### src/rtl/core/nec_ir_pkg.sv
package nec_ir_pkg;

    localparam int FRAME_BITS = 32;
    localparam int CNT_W      = $clog2(FRAME_BITS);
    localparam int WORD_W     = 32;
    localparam int HALF_W     = 16;
    localparam int TICK_W     = 16;
    localparam int CFG_IDX_W  = 3;
    localparam int STATUS_W   = 2;

    localparam int QUEUE_DEPTH = 2;
    localparam int QPTR_W      = $clog2(QUEUE_DEPTH);
    localparam int QCNT_W      = $clog2(QUEUE_DEPTH + 1);

    localparam logic [CFG_IDX_W-1:0] CFG_LEADER_CAP   = 3'd0;
    localparam logic [CFG_IDX_W-1:0] CFG_LEADER_MIN   = 3'd1;
    localparam logic [CFG_IDX_W-1:0] CFG_SPACE_CAP    = 3'd2;
    localparam logic [CFG_IDX_W-1:0] CFG_SPACE_MIN    = 3'd3;
    localparam logic [CFG_IDX_W-1:0] CFG_REPEAT_BELOW = 3'd4;
    localparam logic [CFG_IDX_W-1:0] CFG_ONE_ABOVE    = 3'd5;

    localparam logic [STATUS_W-1:0] ST_FAIL   = 2'd0;
    localparam logic [STATUS_W-1:0] ST_REPEAT = 2'd1;
    localparam logic [STATUS_W-1:0] ST_FRAME  = 2'd2;

    typedef struct packed {
        logic leader_ok;
        logic space_fail;
        logic space_repeat;
        logic bit_one;
    } t_token;

endpackage

### src/rtl/core/nec_ir_pulse_width_decoder.sv
// NEC infrared pulse-width decoder. Each input transaction carries one measured edge interval
// in 0.5 us ticks, with the capture timeout flag in tuser. The decoder checks the leader and
// the following space, reports a repeat code or a failure, or collects a 32-bit frame LSB
// first and reports the low half as the address and the high half as the command. One
// interval is accepted every cycle while the queue has room; a front stage compares the
// interval against the six threshold registers and queues the outcome in a two-entry queue,
// and a back stage takes outcomes from the queue, walks the phase machine and registers the
// result, taking no outcome while a presented result is stalled. The thresholds come up at
// their default values and should only be written while no interval is in flight.
module nec_ir_pulse_width_decoder (
    input  logic        i_clk,
    input  logic        i_rst_n,
    input  logic        i_s_tvalid,
    output logic        o_s_tready,
    input  logic [15:0] i_s_tdata,   // interval_ticks[15:0]
    input  logic        i_s_tuser,   // timed_out
    output logic        o_m_tvalid,
    input  logic        i_m_tready,
    output logic [39:0] o_m_tdata,   // status[1:0], address[17:2], command[33:18], zero[39:34]
    input  logic        i_cfg_valid,
    output logic        o_cfg_ready,
    input  logic [2:0]  i_cfg_index,
    input  logic [15:0] i_cfg_data
);
    import nec_ir_pkg::*;

    t_token              front_token;
    t_token              back_token;
    logic                push;
    logic                q_ready;
    logic                q_valid;
    logic                q_pop;
    logic [STATUS_W-1:0] status;
    logic [HALF_W-1:0]   address;
    logic [HALF_W-1:0]   command;

    assign o_cfg_ready = 1'b1;

    nec_ir_front u_front (
        .i_clk       (i_clk),
        .i_rst_n     (i_rst_n),
        .i_cfg_valid (i_cfg_valid),
        .i_cfg_index (i_cfg_index),
        .i_cfg_data  (i_cfg_data),
        .i_valid     (i_s_tvalid),
        .o_ready     (o_s_tready),
        .i_ticks     (i_s_tdata),
        .i_timed_out (i_s_tuser),
        .o_push      (push),
        .i_q_ready   (q_ready),
        .o_token     (front_token)
    );

    nec_ir_queue u_queue (
        .i_clk   (i_clk),
        .i_rst_n (i_rst_n),
        .i_push  (push),
        .o_ready (q_ready),
        .i_token (front_token),
        .o_valid (q_valid),
        .i_pop   (q_pop),
        .o_token (back_token)
    );

    nec_ir_back u_back (
        .i_clk       (i_clk),
        .i_rst_n     (i_rst_n),
        .i_tok_valid (q_valid),
        .o_tok_pop   (q_pop),
        .i_token     (back_token),
        .o_valid     (o_m_tvalid),
        .i_ready     (i_m_tready),
        .o_status    (status),
        .o_address   (address),
        .o_command   (command)
    );

    assign o_m_tdata = {6'd0, command, address, status};

endmodule

### src/rtl/core/nec_ir_front.sv
module nec_ir_front (
    input  logic                               i_clk,
    input  logic                               i_rst_n,
    input  logic                               i_cfg_valid,
    input  logic [nec_ir_pkg::CFG_IDX_W-1:0]   i_cfg_index,
    input  logic [nec_ir_pkg::TICK_W-1:0]      i_cfg_data,
    input  logic                               i_valid,
    output logic                               o_ready,
    input  logic [nec_ir_pkg::TICK_W-1:0]      i_ticks,
    input  logic                               i_timed_out,
    output logic                               o_push,
    input  logic                               i_q_ready,
    output nec_ir_pkg::t_token                 o_token
);
    import nec_ir_pkg::*;

    logic [TICK_W-1:0] r_leader_cap;
    logic [TICK_W-1:0] r_leader_min;
    logic [TICK_W-1:0] r_space_cap;
    logic [TICK_W-1:0] r_space_min;
    logic [TICK_W-1:0] r_repeat_below;
    logic [TICK_W-1:0] r_one_above;

    always_ff @(posedge i_clk) begin
        if (!i_rst_n) begin
            r_leader_cap   <= 16'd20000;
            r_leader_min   <= 16'd16000;
            r_space_cap    <= 16'd9600;
            r_space_min    <= 16'd4000;
            r_repeat_below <= 16'd6000;
            r_one_above    <= 16'd3000;
        end else if (i_cfg_valid) begin
            case (i_cfg_index)
                CFG_LEADER_CAP:   r_leader_cap   <= i_cfg_data;
                CFG_LEADER_MIN:   r_leader_min   <= i_cfg_data;
                CFG_SPACE_CAP:    r_space_cap    <= i_cfg_data;
                CFG_SPACE_MIN:    r_space_min    <= i_cfg_data;
                CFG_REPEAT_BELOW: r_repeat_below <= i_cfg_data;
                CFG_ONE_ABOVE:    r_one_above    <= i_cfg_data;
                default: begin
                end
            endcase
        end
    end

    assign o_ready = i_q_ready;
    assign o_push  = i_valid && i_q_ready;

    always_comb begin
        o_token.leader_ok    = !i_timed_out && (i_ticks < r_leader_cap)
                               && (i_ticks >= r_leader_min);
        o_token.space_fail   = i_timed_out || (i_ticks >= r_space_cap)
                               || (i_ticks < r_space_min);
        o_token.space_repeat = i_ticks < r_repeat_below;
        o_token.bit_one      = i_ticks > r_one_above;
    end

endmodule

### src/rtl/core/nec_ir_queue.sv
module nec_ir_queue (
    input  logic                i_clk,
    input  logic                i_rst_n,
    input  logic                i_push,
    output logic                o_ready,
    input  nec_ir_pkg::t_token  i_token,
    output logic                o_valid,
    input  logic                i_pop,
    output nec_ir_pkg::t_token  o_token
);
    import nec_ir_pkg::*;

    t_token             r_mem [QUEUE_DEPTH];
    logic [QPTR_W-1:0]  r_wr_ptr;
    logic [QPTR_W-1:0]  r_rd_ptr;
    logic [QCNT_W-1:0]  r_count;
    logic               do_push;
    logic               do_pop;

    assign o_ready = r_count != QCNT_W'(QUEUE_DEPTH);
    assign o_valid = r_count != '0;
    assign do_push = i_push && o_ready;
    assign do_pop  = i_pop && o_valid;
    assign o_token = r_mem[r_rd_ptr];

    always_ff @(posedge i_clk) begin
        if (do_push) begin
            r_mem[r_wr_ptr] <= i_token;
        end
    end

    always_ff @(posedge i_clk) begin
        if (!i_rst_n) begin
            r_wr_ptr <= '0;
            r_rd_ptr <= '0;
            r_count  <= '0;
        end else begin
            if (do_push) begin
                r_wr_ptr <= (r_wr_ptr == QPTR_W'(QUEUE_DEPTH - 1)) ? '0 : r_wr_ptr + 1'b1;
            end
            if (do_pop) begin
                r_rd_ptr <= (r_rd_ptr == QPTR_W'(QUEUE_DEPTH - 1)) ? '0 : r_rd_ptr + 1'b1;
            end
            if (do_push && !do_pop) begin
                r_count <= r_count + 1'b1;
            end else if (do_pop && !do_push) begin
                r_count <= r_count - 1'b1;
            end
        end
    end

endmodule

### src/rtl/core/nec_ir_back.sv
module nec_ir_back (
    input  logic                               i_clk,
    input  logic                               i_rst_n,
    input  logic                               i_tok_valid,
    output logic                               o_tok_pop,
    input  nec_ir_pkg::t_token                 i_token,
    output logic                               o_valid,
    input  logic                               i_ready,
    output logic [nec_ir_pkg::STATUS_W-1:0]    o_status,
    output logic [nec_ir_pkg::HALF_W-1:0]      o_address,
    output logic [nec_ir_pkg::HALF_W-1:0]      o_command
);
    import nec_ir_pkg::*;

    localparam logic [1:0] PH_LEADER = 2'd0;
    localparam logic [1:0] PH_SPACE  = 2'd1;
    localparam logic [1:0] PH_BITS   = 2'd2;

    logic [1:0]            r_phase;
    logic [1:0]            n_phase;
    logic [CNT_W-1:0]      r_cnt;
    logic [CNT_W-1:0]      n_cnt;
    logic [FRAME_BITS-1:0] r_bits;
    logic [FRAME_BITS-1:0] n_bits;
    logic                  r_out_valid;
    logic                  n_out_valid;
    logic [STATUS_W-1:0]   r_status;
    logic [STATUS_W-1:0]   n_status;
    logic [HALF_W-1:0]     r_addr;
    logic [HALF_W-1:0]     n_addr;
    logic [HALF_W-1:0]     r_cmd;
    logic [HALF_W-1:0]     n_cmd;
    logic [WORD_W-1:0]     word;
    logic                  pop;
    logic                  emit;

    assign pop       = i_tok_valid && (!r_out_valid || i_ready);
    assign o_tok_pop = pop;
    assign o_valid   = r_out_valid;
    assign o_status  = r_status;
    assign o_address = r_addr;
    assign o_command = r_cmd;

    always_comb begin
        n_phase  = r_phase;
        n_cnt    = r_cnt;
        n_bits   = r_bits;
        n_status = r_status;
        n_addr   = r_addr;
        n_cmd    = r_cmd;
        emit     = 1'b0;
        word     = '0;
        if (pop) begin
            case (r_phase)
                PH_SPACE: begin
                    n_phase = PH_LEADER;
                    if (i_token.space_fail) begin
                        emit     = 1'b1;
                        n_status = ST_FAIL;
                        n_addr   = '0;
                        n_cmd    = '0;
                    end else if (i_token.space_repeat) begin
                        emit     = 1'b1;
                        n_status = ST_REPEAT;
                        n_addr   = '0;
                        n_cmd    = '0;
                    end else begin
                        n_phase = PH_BITS;
                        n_cnt   = '0;
                        n_bits  = '0;
                    end
                end
                PH_BITS: begin
                    if (i_token.bit_one) begin
                        n_bits[r_cnt] = 1'b1;
                    end
                    if (r_cnt == CNT_W'(FRAME_BITS - 1)) begin
                        word     = WORD_W'(n_bits);
                        emit     = 1'b1;
                        n_phase  = PH_LEADER;
                        n_cnt    = '0;
                        n_status = ST_FRAME;
                        n_addr   = word[HALF_W-1:0];
                        n_cmd    = word[WORD_W-1:HALF_W];
                    end else begin
                        n_cnt = r_cnt + 1'b1;
                    end
                end
                default: begin
                    if (i_token.leader_ok) begin
                        n_phase = PH_SPACE;
                    end else begin
                        n_phase  = PH_LEADER;
                        emit     = 1'b1;
                        n_status = ST_FAIL;
                        n_addr   = '0;
                        n_cmd    = '0;
                    end
                end
            endcase
        end
        if (emit) begin
            n_out_valid = 1'b1;
        end else if (i_ready) begin
            n_out_valid = 1'b0;
        end else begin
            n_out_valid = r_out_valid;
        end
    end

    always_ff @(posedge i_clk) begin
        if (!i_rst_n) begin
            r_phase     <= PH_LEADER;
            r_cnt       <= '0;
            r_bits      <= '0;
            r_out_valid <= 1'b0;
        end else begin
            r_phase     <= n_phase;
            r_cnt       <= n_cnt;
            r_bits      <= n_bits;
            r_out_valid <= n_out_valid;
        end
    end

    always_ff @(posedge i_clk) begin
        r_status <= n_status;
        r_addr   <= n_addr;
        r_cmd    <= n_cmd;
    end

    a_cnt_only_in_bits: assert property (@(posedge i_clk) disable iff (!i_rst_n)
        (r_cnt != '0) |-> (r_phase == PH_BITS))
        else $error("bit count is nonzero outside the bit phase");

    a_last_bit_gives_frame: assert property (@(posedge i_clk) disable iff (!i_rst_n)
        (pop && r_phase == PH_BITS && r_cnt == CNT_W'(FRAME_BITS - 1))
        |=> (r_out_valid && r_status == ST_FRAME && r_phase == PH_LEADER))
        else $error("last bit did not produce a frame result");

    a_short_result_zero: assert property (@(posedge i_clk) disable iff (!i_rst_n)
        (r_out_valid && r_status != ST_FRAME) |-> (r_addr == '0 && r_cmd == '0))
        else $error("failure or repeat result carries nonzero data");

    a_no_pop_while_stalled: assert property (@(posedge i_clk) disable iff (!i_rst_n)
        (r_out_valid && !i_ready) |-> !pop)
        else $error("token consumed while a result is stalled");

endmodule

### config.mk
export PLATFORM = sky130hd
export DESIGN_NAME = nec_ir_pulse_width_decoder
export DESIGN_NICKNAME = d
export VERILOG_FILES = /design/src/rtl/core/nec_ir_pkg.sv /design/src/rtl/core/nec_ir_pulse_width_decoder.sv /design/src/rtl/core/nec_ir_front.sv /design/src/rtl/core/nec_ir_queue.sv /design/src/rtl/core/nec_ir_back.sv
export SDC_FILE = /design/constraint.sdc
export NUM_CORES = 1
export LEC_CHECK = 0
export ABC_CLOCK_PERIOD_IN_PS = 3400
export BUFFER_PORTS_ARGS = -buffer_cell sky130_fd_sc_hd__buf_2
export CORE_AREA = 2 2 134 136
export DETAILED_ROUTE_END_ITERATION = 6
export DIE_AREA = 0 0 136 138
export PLACE_DENSITY = 0.81
export SYNTH_ARGS = -nofsm -noshare
export SYNTH_HDL_FRONTEND = slang
export SYNTH_SLANG_ARGS = --single-unit
### constraint.sdc
create_clock -name i_clk -period 3.4 [get_ports i_clk]
set_clock_uncertainty 0.2 [all_clocks]
set_input_delay 0.17 -clock i_clk [delete_from_list [all_inputs] [get_ports i_clk]]
set_output_delay 0.17 -clock i_clk [all_outputs]
set_load 0.02 [all_outputs]
==> key figures, run 1 <==
Layout
  – P&R area growth vs syn: 14.2%
  – Nets: 1,275
  – Fillers: 1,513
  – Layout cells sized above 1: 11.3%
  – ANT cells: 0

Synth
  – Synth cell count leaders: nand2_1, dfxtp_1, ha_1
  – Post-synth top area cell: dfxtp_1
  – Avg Inst Size Synth: 8.88 um2
  – Synth top area share: 30.2%
  – Most numerous cell in the Yosys netlist: nand2_1
  – Yosys cell types: 58
  – Main synth FF type: dfxtp_1
  – Warnings from Yosys: 0
  – Synth Cell Area: 0.00936 mm2
  – Number of synthesized flops with an enable pin: 42
  – #FFs+latches synth: 183
  – Seq/Total Area, Yosys: 43.6%
  – Post-Syn Instances: 1,054
  – Async S/R FF share, synth: 0%
  – Ranking of synthesized cells by area: dfxtp_1, ha_1, edfxtp_1

Global routing
  – GRT Util Overall: 23.5%
  – Vias in the first global route: 7,403
  – Initial antenna violation count: 0
  – First-pass GRT wire length: 35,200 um
  – Pin count of the biggest net entering global routing: 122
  – Congestion Overflow GR: 0

Flow run
  – MaxCap Viol Count: 0

Timing
  – Fin Hold WS: 0.0752 ns
  – Worst slew pin tran: 1.15 ns
  – Worst slew margin: 23.1%
  – Period utilization: 75.2%
  – RSZ-0062 raised after global routing: no
  – Setup TNS: 0 ns
  – Max Fclk: 391 MHz
  – Fin. Hold Viols: 0
  – Slew Limit Fails: 0
  – Fin crit period: 2.56 ns
  – Setup Viol. Count Final: 0

CTS
  – Post-CTS sizing: 0
  – Root Buffer: clkbuf_16
  – CTS clk-pin slew, worst paths: 0.07 ns
  – Setup fix buffers added after clock tree synthesis: 0
  – # clock sinks: 183
  – Clock insertion delay at the later pin of the skew report: 0.44 ns
  – Clock tree buffer depth: 2
  – Number of clock buffers inserted by TritonCTS: 17
  – Hold_buf cts: 20
  – CTS tree: done
  – H-tree depth: 4

Drt
  – Antenna viol nets, final: 0
  – Met2 WL post-DR: 10,500 um
  – Routed length on met1: 8940 um
  – Wire length on met3: 1060 um
  – Residual DRC: 0
  – Iteration-0 DRC Markers: 576
  – Uppermost layer routed: met4
  – Wire per inst: 15.4 um
  – DR vias: 7,475
  – DRT Pass-1 Iters: 5
  – Drt via density: 5.44
  – Routed wire length: 21,200 um

Power and ir drop
  – Peak supply drop: 0.000405 V
  – Sw Ratio: 30.7%
  – P_sw: 0.00169 W
  – Leakage Power: 4.29 nW
  – Pint: 0.00382 W
  – Pwr dens: 516 mW/mm2
  – Combinational fraction of design power: 18.5%
  – Power share of the clock group: 35.4%
  – Seq pwr share: 46.1%

Setup path
  – R2r setup slk: 0.84 ns
  – Critical path class: reg2reg
  – Worst r2r dst: u_queue.r_mem[1][2]
  – Critical path peak fanout: 2
  – CP arrival: 2.45 ns
  – Setup crit end kind: register
  – CP Launch Type: register
  – Reg2Reg Launch Point: u_front.r_space_cap[13]
  – Reg2Reg Depth: 6
  – Req. time, crit path: 3.29 ns

Die
  – Core area: 0.0175 mm2
  – # IOs: 84
  – Initial core utilization: 53.4%
  – Die Y: 138 um
  – DIE WIDTH: 136 um
  – Die ar.: 0.0188 mm2
  – Row cnt: 49

Min path
  – Hold Startpoint: i_s_tuser
  – Hold Path End: u_queue.r_mem[0][2]
  – Hold crit path type: in2reg
  – WHS Path Cells: 3

Placed design
  – Gpl congestion: 0.884
  – PortBufs: 76
  – Dpl hpwl: 14,400 um

Run status
  – Outcome: complete, no violations
## cells by family after synthesis
family	count (synthesis)	synth area share (%)
flip-flops	183	43.6
AO/OA/AOI/OAI	254	18.0
adder cells (fa/ha/maj)	101	13.5
XOR/XNOR	3	0.281
AND/OR/NAND/NOR	359	17.8
other	2	0.0803
buffers and inverters	149	6.34
multiplexers	3	0.334
## state kept, by name, indices dropped and copies added, names as in the netlist, 5 cells and up, named ones only
| signal | flops |
|---|---|
| u_back.o_address | 16 |
| u_back.r_cnt | 5 |
| u_front.r_space_cap | 16 |
| u_front.r_one_above | 16 |
| u_queue.r_mem | 8 |
| u_back.o_command | 16 |
| u_back.r_bits | 32 |
| u_front.r_space_min | 16 |
| u_front.r_leader_min | 16 |
| u_front.r_repeat_below | 16 |
| u_front.r_leader_cap | 16 |
## power groups by stage
stage / combinational (W) / sequential [W] / clock [W]
6_report: 0.00102 / 0.00254 / 0.00195
2_1_floorplan: 0.000486 / 0.00279 / 0
4_1_cts: 0.00103 / 0.00255 / 0.00198
3_3_place_gp: 0.000981 / 0.00259 / 0
5_1_grt: 0.00113 / 0.00256 / 0.00207
3_5_place_dp: 0.00100 / 0.00260 / 0
## worst max-delay path by stage
stage | start | to | slack (ns) | cells after the start
finish | u_front.r_space_cap[13] | u_queue.r_mem[1][2] | 0.84 | 6
global route | u_front.r_space_cap[13] | u_queue.r_mem[1][2] | 0.79 | 6
CTS | u_front.r_space_cap[13] | u_queue.r_mem[1][2] | 0.93 | 6
detailed placement | i_s_tdata[13] | u_queue.r_mem[0][2] | 0.93 | 6
global placement | i_s_tdata[13] | u_queue.r_mem[0][2] | 0.97 | 6
floorplan | u_back.o_valid | u_back.o_address[0] | 0.72 | 5
## layout by cell type, fill, tap and decap left out, types with 3 or more instances in the layout
cell,count
clkinv_8,3
nand2_4,4
nor3_1,5
a211oi_1,9
inv_1,99
inv_8,4
nor2b_1,47
and2_1,5
nand4_1,14
inv_6,5
a2111oi_0,3
a21boi_0,60
o21ai_0,15
conb_1,7
buf_4,10
nor2_1,24
nand2b_1,8
edfxtp_1,42
clkbuf_16,17
dfxtp_1,141
o21ai_1,32
nand3_1,10
dlygate4sd3_1,20
ha_1,101
and3_1,3
nor3b_1,5
a21oi_1,58
a21o_1,13
o21a_1,3
nand2_1,218
a21boi_1,7
buf_2,75
o211ai_1,36
## critical path: stages, from the launching register on
cell	delay, ns
dfxtp_1	0.31
inv_1	0.05
ha_1	0.28
a21o_1	0.18
a21o_1	0.17
a2111oi_0	0.62
o311ai_0	0.40
## routing by layer
layer	global-route usage [%]	up-vias
met4	11.0	0
met2	40.0	228
met5	0	-
met1	29.1	3442
li1	-	3754
met3	3.67	51
## final cells by class
class	count	area (um2)	share of cell area [%]
clock inverter	14	155	1.45
clock buffer	18	429	4.02
tap	229	287	2.68
timing repair buffer	105	651	6.09
multi-input combinational	727	4710	44.1
inverter	99	372	3.48
sequential	183	4080	38.2
## per-stage QoR
stage / util, % / instances / worst slack [ns] / total power (W) / area (um2)
final: 60.9 / 1375 / 0.844 / 0.00551 / 10700
after global routing: 60.9 / 1375 / 0.793 / 0.00576 / 10700
after CTS: 60.9 / 1375 / 0.932 / 0.00555 / 10700
after detailed placement: 56.5 / 1323 / 0.925 / 0.00360 / 9900
after global placement: 56.5 / 1323 / 0.969 / 0.00357 / 9900
after floorplan: - / 1059 / 0.720 / 0.00328 / 9380
Note: power is estimated with default switching activity, not from simulation.
==> run 2, diff against run 1 <==
- ABC_AREA: unset -> 1
- ABC_CLOCK_PERIOD_IN_PS: 3400 -> 2300
- CORE_AREA: 2 2 134 136 -> 2 2 137 139
- DIE_AREA: 0 0 136 138 -> 0 0 139 141
- PLACE_DENSITY: 0.81 -> 0.83
- clock period: 3.4 -> 2.3 ns (I/O delays scaled with it)
==> run 2 against run 1 <==
Register-to-register slack worse by 0.74 ns. Sequential power is 55% higher. Count of clock-buffer cells in the layout down 1. Critical path depth is 3 higher. Non-clock buffer count increased by 6. Largest power group unchanged. Synthesized cell count increased by 11%. Setup slack worse by 0.74 ns. Cell count grew 9.1%. Worst hold slack worse by 0.032 ns. Synthesized area is 3.3% higher. First-iteration DRC count rose by 3.0%.
==> key figures, run 2 <==
Drt
  – Wire per inst: 14.7 um (was 15.4 um)
  – DRT Pass-1 Iters: 5 (unchanged)
  – DR vias: 8,146 (was 7,475)
  – Routed wire length: 22,000 um (was 21,200 um)
  – Residual DRC: 0 (unchanged)
  – Antenna viol nets, final: 0 (unchanged)
  – Iteration-0 DRC Markers: 593 (was 576)
  – Drt via density: 5.43 (was 5.44)

CTS
  – Setup fix buffers added after clock tree synthesis: 0 (unchanged)
  – Root Buffer: clkbuf_16 (unchanged)
  – Post-CTS sizing: 0 (unchanged)
  – CTS tree: done (unchanged)
  – H-tree depth: 4 (unchanged)
  – Number of clock buffers inserted by TritonCTS: 17 (unchanged)
  – # clock sinks: 183 (unchanged)
  – Clock tree buffer depth: 2 (unchanged)
  – Clock insertion delay at the later pin of the skew report: 0.44 ns (about the same)
  – CTS clk-pin slew, worst paths: 0.07 ns (about the same)
  – Hold_buf cts: 19 (was 20)

Global routing
  – Most Crowded Layer GR: met2 (unchanged)
  – GR Util met3: 4.45% (was 3.67%)
  – Met1 usage: 28.6% (was 29.1%)
  – Pin count of the biggest net entering global routing: 102 (was 122)
  – Vias in the first global route: 7,832 (was 7,403)
  – GRT Util Overall: 22.9% (was 23.5%)
  – Congestion Overflow GR: 0 (unchanged)
  – First-pass GRT wire length: 36,600 um (was 35,200 um)
  – Initial antenna violation count: 0 (unchanged)
  – GR Layer Usage met2: 38.9% (was 40.0%)

Placed design
  – Dpl hpwl: 15,000 um (was 14,400 um)
  – PortBufs: 76 (unchanged)
  – Dpl ws: 0.177 ns (was 0.925 ns)
  – Dpl cell area: 0.0102 mm2 (was 0.00990 mm2)
  – Gpl congestion: 0.863 (was 0.884)
  – Cell count after placement: 1,449 (was 1,323)

Setup path
  – CP Launch Type: register (unchanged)
  – Critical path peak fanout: 34 (was 2)
  – Setup crit end kind: register (unchanged)
  – CP arrival: 2.12 ns (was 2.45 ns)
  – Critical path class: reg2reg (unchanged)
  – Req. time, crit path: 2.23 ns (was 3.29 ns)

Timing
  – Max Fclk: 456 MHz (was 391 MHz)
  – RSZ-0062 raised after global routing: no (unchanged)
  – Period utilization: 95.3% (was 75.2%)
  – Final worst slack: 0.109 ns (was 0.844 ns)
  – Fin. Hold Viols: 0 (unchanged)
  – Setup Viol. Count Final: 0 (unchanged)
  – Slew Limit Fails: 0 (unchanged)
  – Worst slew margin: 56.6% (was 23.1%)
  – Fin crit period: 2.19 ns (was 2.56 ns)
  – Worst slew pin tran: 0.650 ns (was 1.15 ns)
  – Setup TNS: 0 ns (unchanged)

Synth
  – Most numerous cell in the Yosys netlist: nand2_1 (unchanged)
  – Synth cell count leaders: nand2_1, inv_1, dfxtp_1 (was nand2_1, dfxtp_1, ha_1)
  – Seq/Total Area, Yosys: 42.2% (was 43.6%)
  – Async S/R FF share, synth: 0% (unchanged)
  – Yosys cell types: 38 (was 58)
  – Warnings from Yosys: 0 (unchanged)
  – Avg Inst Size Synth: 8.26 um2 (was 8.88 um2)
  – Main synth FF type: dfxtp_1 (unchanged)
  – Post-synth top area cell: dfxtp_1 (unchanged)
  – Number of synthesized flops with an enable pin: 42 (unchanged)
  – #FFs+latches synth: 183 (unchanged)
  – Ranking of synthesized cells by area: dfxtp_1, ha_1, edfxtp_1 (unchanged)
  – Post-Syn Instances: 1,170 (was 1,054)
  – Synth Cell Area: 0.00967 mm2 (was 0.00936 mm2)
  – Synth top area share: 29.2% (was 30.2%)

Layout
  – Biggest register: u_back.r_bits (unchanged)
  – End-of-flow core utilization: 60.5% (was 60.9%)
  – ANT cells: 0 (unchanged)
  – Max FFs per register: 32 (unchanged)
  – Final std cells w/o fill: 1,500 (was 1,375)
  – P&R area growth vs syn: 14.3% (was 14.2%)
  – Layout cells sized above 1: 14.6% (was 11.3%)
  – Nets: 1,395 (was 1,275)
  – Commonest non-fill, non-tap cell in the layout: nand2_1 (unchanged)
  – Most frequent cells in the layout: nand2_1, inv_1, dfxtp_1 (was nand2_1, dfxtp_1, ha_1)
  – Design area: 0.0111 mm2 (was 0.0107 mm2)

Die
  – Row cnt: 50 (was 49)
  – Die Y: 141 um (was 138 um)
  – Initial core utilization: 52.9% (was 53.4%)
  – DIE WIDTH: 139 um (was 136 um)
  – Core area: 0.0183 mm2 (was 0.0175 mm2)
  – Die ar.: 0.0196 mm2 (was 0.0188 mm2)
  – # IOs: 84 (unchanged)

Flow run
  – MaxCap Viol Count: 0 (unchanged)

Power and ir drop
  – Pwr dens: 867 mW/mm2 (was 516 mW/mm2)
  – Leakage Power: 4.63 nW (was 4.29 nW)
  – Peak supply drop: 0.000800 V (was 0.000405 V)

Min path
  – Hold crit path type: in2reg (unchanged)

Run status
  – Outcome: complete, no violations (unchanged)
==> run 2: changes by cell type after synthesis, moves of 47 or more <==
cell,delta
a21boi_0,-60
a21oi_1,+59
inv_1,+77
nor2_1,+65
nor2b_1,-47
o21ai_0,+63
==> run 2: final cells by class <==
class	count	area [um2]
multi-input cells	760	4640
well taps	234	293
clock inverters	15	199
repair buffers	111	728
fillers	1510	7220
clock buffers	17	425
inverters	180	676
flip-flops and latches	183	4090
==> run 2: final timing paths <==
path | startpoint | to | slack, ns | depth (start not counted)
hold / removal | i_cfg_index[0] | u_front.r_space_min[1] | 0.04 | 4
setup reg to reg | u_back.r_cnt[0] | u_back.o_command[1] | 0.11 | 9
hold reg to reg | u_front.r_leader_min[5] | u_front.r_leader_min[5] | 0.26 | 2
setup / recovery | u_back.r_cnt[0] | u_back.o_command[1] | 0.11 | 9
==> run 2: stage by stage <==
step / hold WS (ns) / power, W
CTS: 0.0246 / 0.00961
global placement: 0.207 / 0.00656
finish: 0.0431 / 0.00959
floorplan: 0.0454 / 0.00596
global route: 0.0614 / 0.0101
detailed placement: 0.214 / 0.00665
==> run 2: power breakdown <==
group | switching [W] | internal [W]
logic | 0.00186 | 0.000803
registers | 0.000150 | 0.00379
clock network | 0.00148 | 0.00149
total | 0.00350 | 0.00609
==> run 2: per-layer routing <==
metal | vias up | part of all wire (%)
met1 | 3775 | 43
met3 | 56 | 6.3
li1 | 4024 | -
met5 | - | 0
met2 | 291 | 48
met4 | 0 | 3.1
==> run 2: worst max-delay path, stage by stage (launching register included) <==
cell and delay [ns]:
dfxtp_2 0.39, ha_4 0.16, inv_1 0.05, nor2_1 0.14, ha_2 0.23, nor2_1 0.08
nor2_2 0.16, o31ai_2 0.11, nor2_4 0.13, buf_12 0.22
==> run 2: cells by family (layout without fill, tap and decap cells) <==
| logic type | after synthesis | in the layout | share of synthesized area (%) |
|---|---|---|---|
| simple gates | 355 | 355 | 16.1 |
| compound gates | 294 | 294 | 18.0 |
| buf+inv | 232 | 323 | 10.2 |
| flops | 183 | 183 | 42.2 |
| fa+ha+maj | 101 | 101 | 13.1 |
| xor+xnor | 3 | 3 | 0.272 |
| other cells | 2 | 7 | 0.0777 |
==> run 3, diff against run 2 <==
- ABC_CLOCK_PERIOD_IN_PS: 2300 -> 2500
- CORE_AREA: 2 2 137 139 -> 2 2 136 138
- CTS_CLUSTER_SIZE: unset -> 20
- DIE_AREA: 0 0 139 141 -> 0 0 138 140
- PLACE_DENSITY: 0.83 -> 0.81
- clock period: 2.3 -> 2.5 ns (I/O delays scaled with it)
==> run 3 against run 2 <==
Flip-flop and latch count is the same. Utilization grew 1.4 points. Global-route usage grew 0.29 points. First-iteration DRC count shrank 26%. Sequential power shrank 8.4%. Die area shrank 1.4%. Clock power shrank 8.1%. Cell count shrank 0.40%. Non-clock buffer count shrank 1. Setup slack gained 0.11 ns. Wire length shrank 1.0%. Final area shrank 0.37%. Highest routed layer unchanged.
==> key figures, run 3 (synthesis gave the netlist of run 2 again) <==
Global routing
  – GRT Util Overall: 23.2% (was 22.9%)
  – Pin count of the biggest net entering global routing: 100 (was 102)
  – Congestion Overflow GR: 0 (unchanged)
  – Initial antenna violation count: 0 (unchanged)
  – Vias in the first global route: 7,598 (was 7,832)
  – First-pass GRT wire length: 36,800 um (was 36,600 um)

Power and ir drop
  – Leakage Power: 4.63 nW (about the same)
  – Pwr dens: 799 mW/mm2 (was 867 mW/mm2)
  – Pwr Total: 0.00879 W (was 0.00959 W)
  – Peak supply drop: 0.000524 V (was 0.000800 V)

CTS
  – CTS clk-pin slew, worst paths: 0.08 ns (was 0.07 ns)
  – CTS tree: done (unchanged)
  – Clock insertion delay at the later pin of the skew report: 0.44 ns (about the same)
  – # clock sinks: 183 (unchanged)
  – Clock tree buffer depth: 2 (unchanged)
  – Root Buffer: clkbuf_16 (unchanged)
  – Number of clock buffers inserted by TritonCTS: 17 (unchanged)
  – H-tree depth: 4 (unchanged)

Timing
  – Worst slew pin tran: 0.707 ns (was 0.650 ns)
  – Period utilization: 91.3% (was 95.3%)
  – Worst slew margin: 52.8% (was 56.6%)
  – Setup Viol. Count Final: 0 (unchanged)
  – Slew Limit Fails: 0 (unchanged)
  – Fin crit period: 2.28 ns (was 2.19 ns)
  – Final worst slack: 0.217 ns (was 0.109 ns)
  – RSZ-0062 raised after global routing: no (unchanged)
  – Fin. Hold Viols: 0 (unchanged)
  – Setup TNS: 0 ns (unchanged)
  – Max Fclk: 438 MHz (was 456 MHz)

Drt
  – Wire per inst: 14.6 um (was 14.7 um)
  – DR vias: 8,045 (was 8,146)
  – Iteration-0 DRC Markers: 440 (was 593)
  – Drt via density: 5.38 (was 5.43)
  – DRT Pass-1 Iters: 5 (unchanged)
  – Residual DRC: 0 (unchanged)
  – Routed wire length: 21,800 um (was 22,000 um)
  – Antenna viol nets, final: 0 (unchanged)
  – Wire length on met3: 1330 um (was 1380 um)
  – Met2 WL post-DR: 10,400 um (was 10,500 um)
  – Uppermost layer routed: met4 (unchanged)
  – Routed length on met1: 9580 um (was 9480 um)

Setup path
  – Critical path peak fanout: 34 (unchanged)
  – CP Launch Type: register (unchanged)
  – Critical path class: reg2reg (unchanged)
  – Req. time, crit path: 2.44 ns (was 2.23 ns)
  – CP arrival: 2.22 ns (was 2.12 ns)
  – Setup crit end kind: register (unchanged)

Layout
  – Max FFs per register: 32 (unchanged)
  – ANT cells: 0 (unchanged)
  – Commonest non-fill, non-tap cell in the layout: nand2_1 (unchanged)
  – P&R area growth vs syn: 13.9% (was 14.3%)
  – Layout cells sized above 1: 14.2% (was 14.6%)
  – End-of-flow core utilization: 61.9% (was 60.5%)
  – Most frequent cells in the layout: nand2_1, inv_1, dfxtp_1 (unchanged)
  – Nets: 1,394 (was 1,395)
  – Biggest register: u_back.r_bits (unchanged)

Placed design
  – Dpl ws: 0.140 ns (was 0.177 ns)
  – PortBufs: 76 (unchanged)
  – Dpl hpwl: 14,900 um (was 15,000 um)
  – Gpl congestion: 0.906 (was 0.863)

Run status
  – Outcome: complete, no violations (unchanged)

Min path
  – Hold crit path type: in2reg (unchanged)

Die
  – Initial core utilization: 54.4% (was 52.9%)
  – # IOs: 84 (unchanged)
  – Row cnt: 49 (was 50)
  – Die Y: 140 um (was 141 um)
  – Core area: 0.0178 mm2 (was 0.0183 mm2)
  – DIE WIDTH: 138 um (was 139 um)
  – Die ar.: 0.0193 mm2 (was 0.0196 mm2)

Flow run
  – MaxCap Viol Count: 0 (unchanged)
==> run 3: changes by cell type in the layout (fill, tap and decap cells not counted), sizes merged <==
cell	before	now
buf	92	91
clkinv	11	8
inv	184	187
==> run 3: area by class of cell <==
| type | count | area (um2) |
|---|---|---|
| Fill cell | 1464 | 6770 |
| Clock inverter | 15 | 191 |
| Tap cell | 229 | 287 |
| Clock buffer | 17 | 425 |
| Sequential cell | 183 | 4080 |
| Timing Repair Buffer | 110 | 721 |
| Inverter | 180 | 676 |
| Multi-Input combinational cell | 760 | 4630 |
==> run 3: repair_timing <==
action                                  4_1_cts  5_1_grt
hold endpoints to repair                    112        0
endpoints found under the setup margin        0       34
setup buffers                                 0        0
resized for setup                             0        2
hold buffers                                 19        0
==> run 3: power breakdown <==
| group | internal, W | switching [W] |
|---|---|---|
| Combinational | 0.000718 | 0.00172 |
| Sequential | 0.00348 | 0.000125 |
| Clock | 0.00138 | 0.00137 |
| Total | 0.00558 | 0.00322 |
==> run 3: critical path, stage by stage (launching register included) <==
cell	delay [ns]
dfxtp_1	0.40
ha_1	0.25
inv_1	0.06
nor2_1	0.11
ha_2	0.22
nor2_1	0.09
nor2_2	0.17
o31ai_1	0.13
nor2_4	0.12
buf_12	0.21
==> run 3: path summary, 6_finish.rpt <==
check	startpoint	cells after the start	slack, ns	to
worst max-delay path	u_back.r_cnt[0]	9	0.22	u_back.o_command[3]
worst min-delay path	i_cfg_index[0]	4	0.04	u_front.r_space_min[13]
worst max register to register	u_back.r_cnt[0]	9	0.22	u_back.o_command[3]
worst min register to register	u_front.r_space_cap[12]	2	0.26	u_front.r_space_cap[12]
==> run 3: routing by layer <==
layer | GRT usage, % | vias to the layer above
met5 | 0 | -
met3 | 4.03 | 41
met2 | 39.6 | 266
met4 | 8.38 | 0
met1 | 29.8 | 3709
li1 | - | 4029
==> run 3: metrics by stage <==
stage / std cells / instance area (um2) / hold slack (ns)
4_1_cts: 1494 / 11000 / 0.0294
5_1_grt: 1494 / 11000 / 0.0631
3_5_place_dp: 1443 / 10200 / 0.230
2_1_floorplan: 1175 / 9690 / 0.0554
6_report: 1494 / 11000 / 0.0411
3_3_place_gp: 1443 / 10200 / 0.222
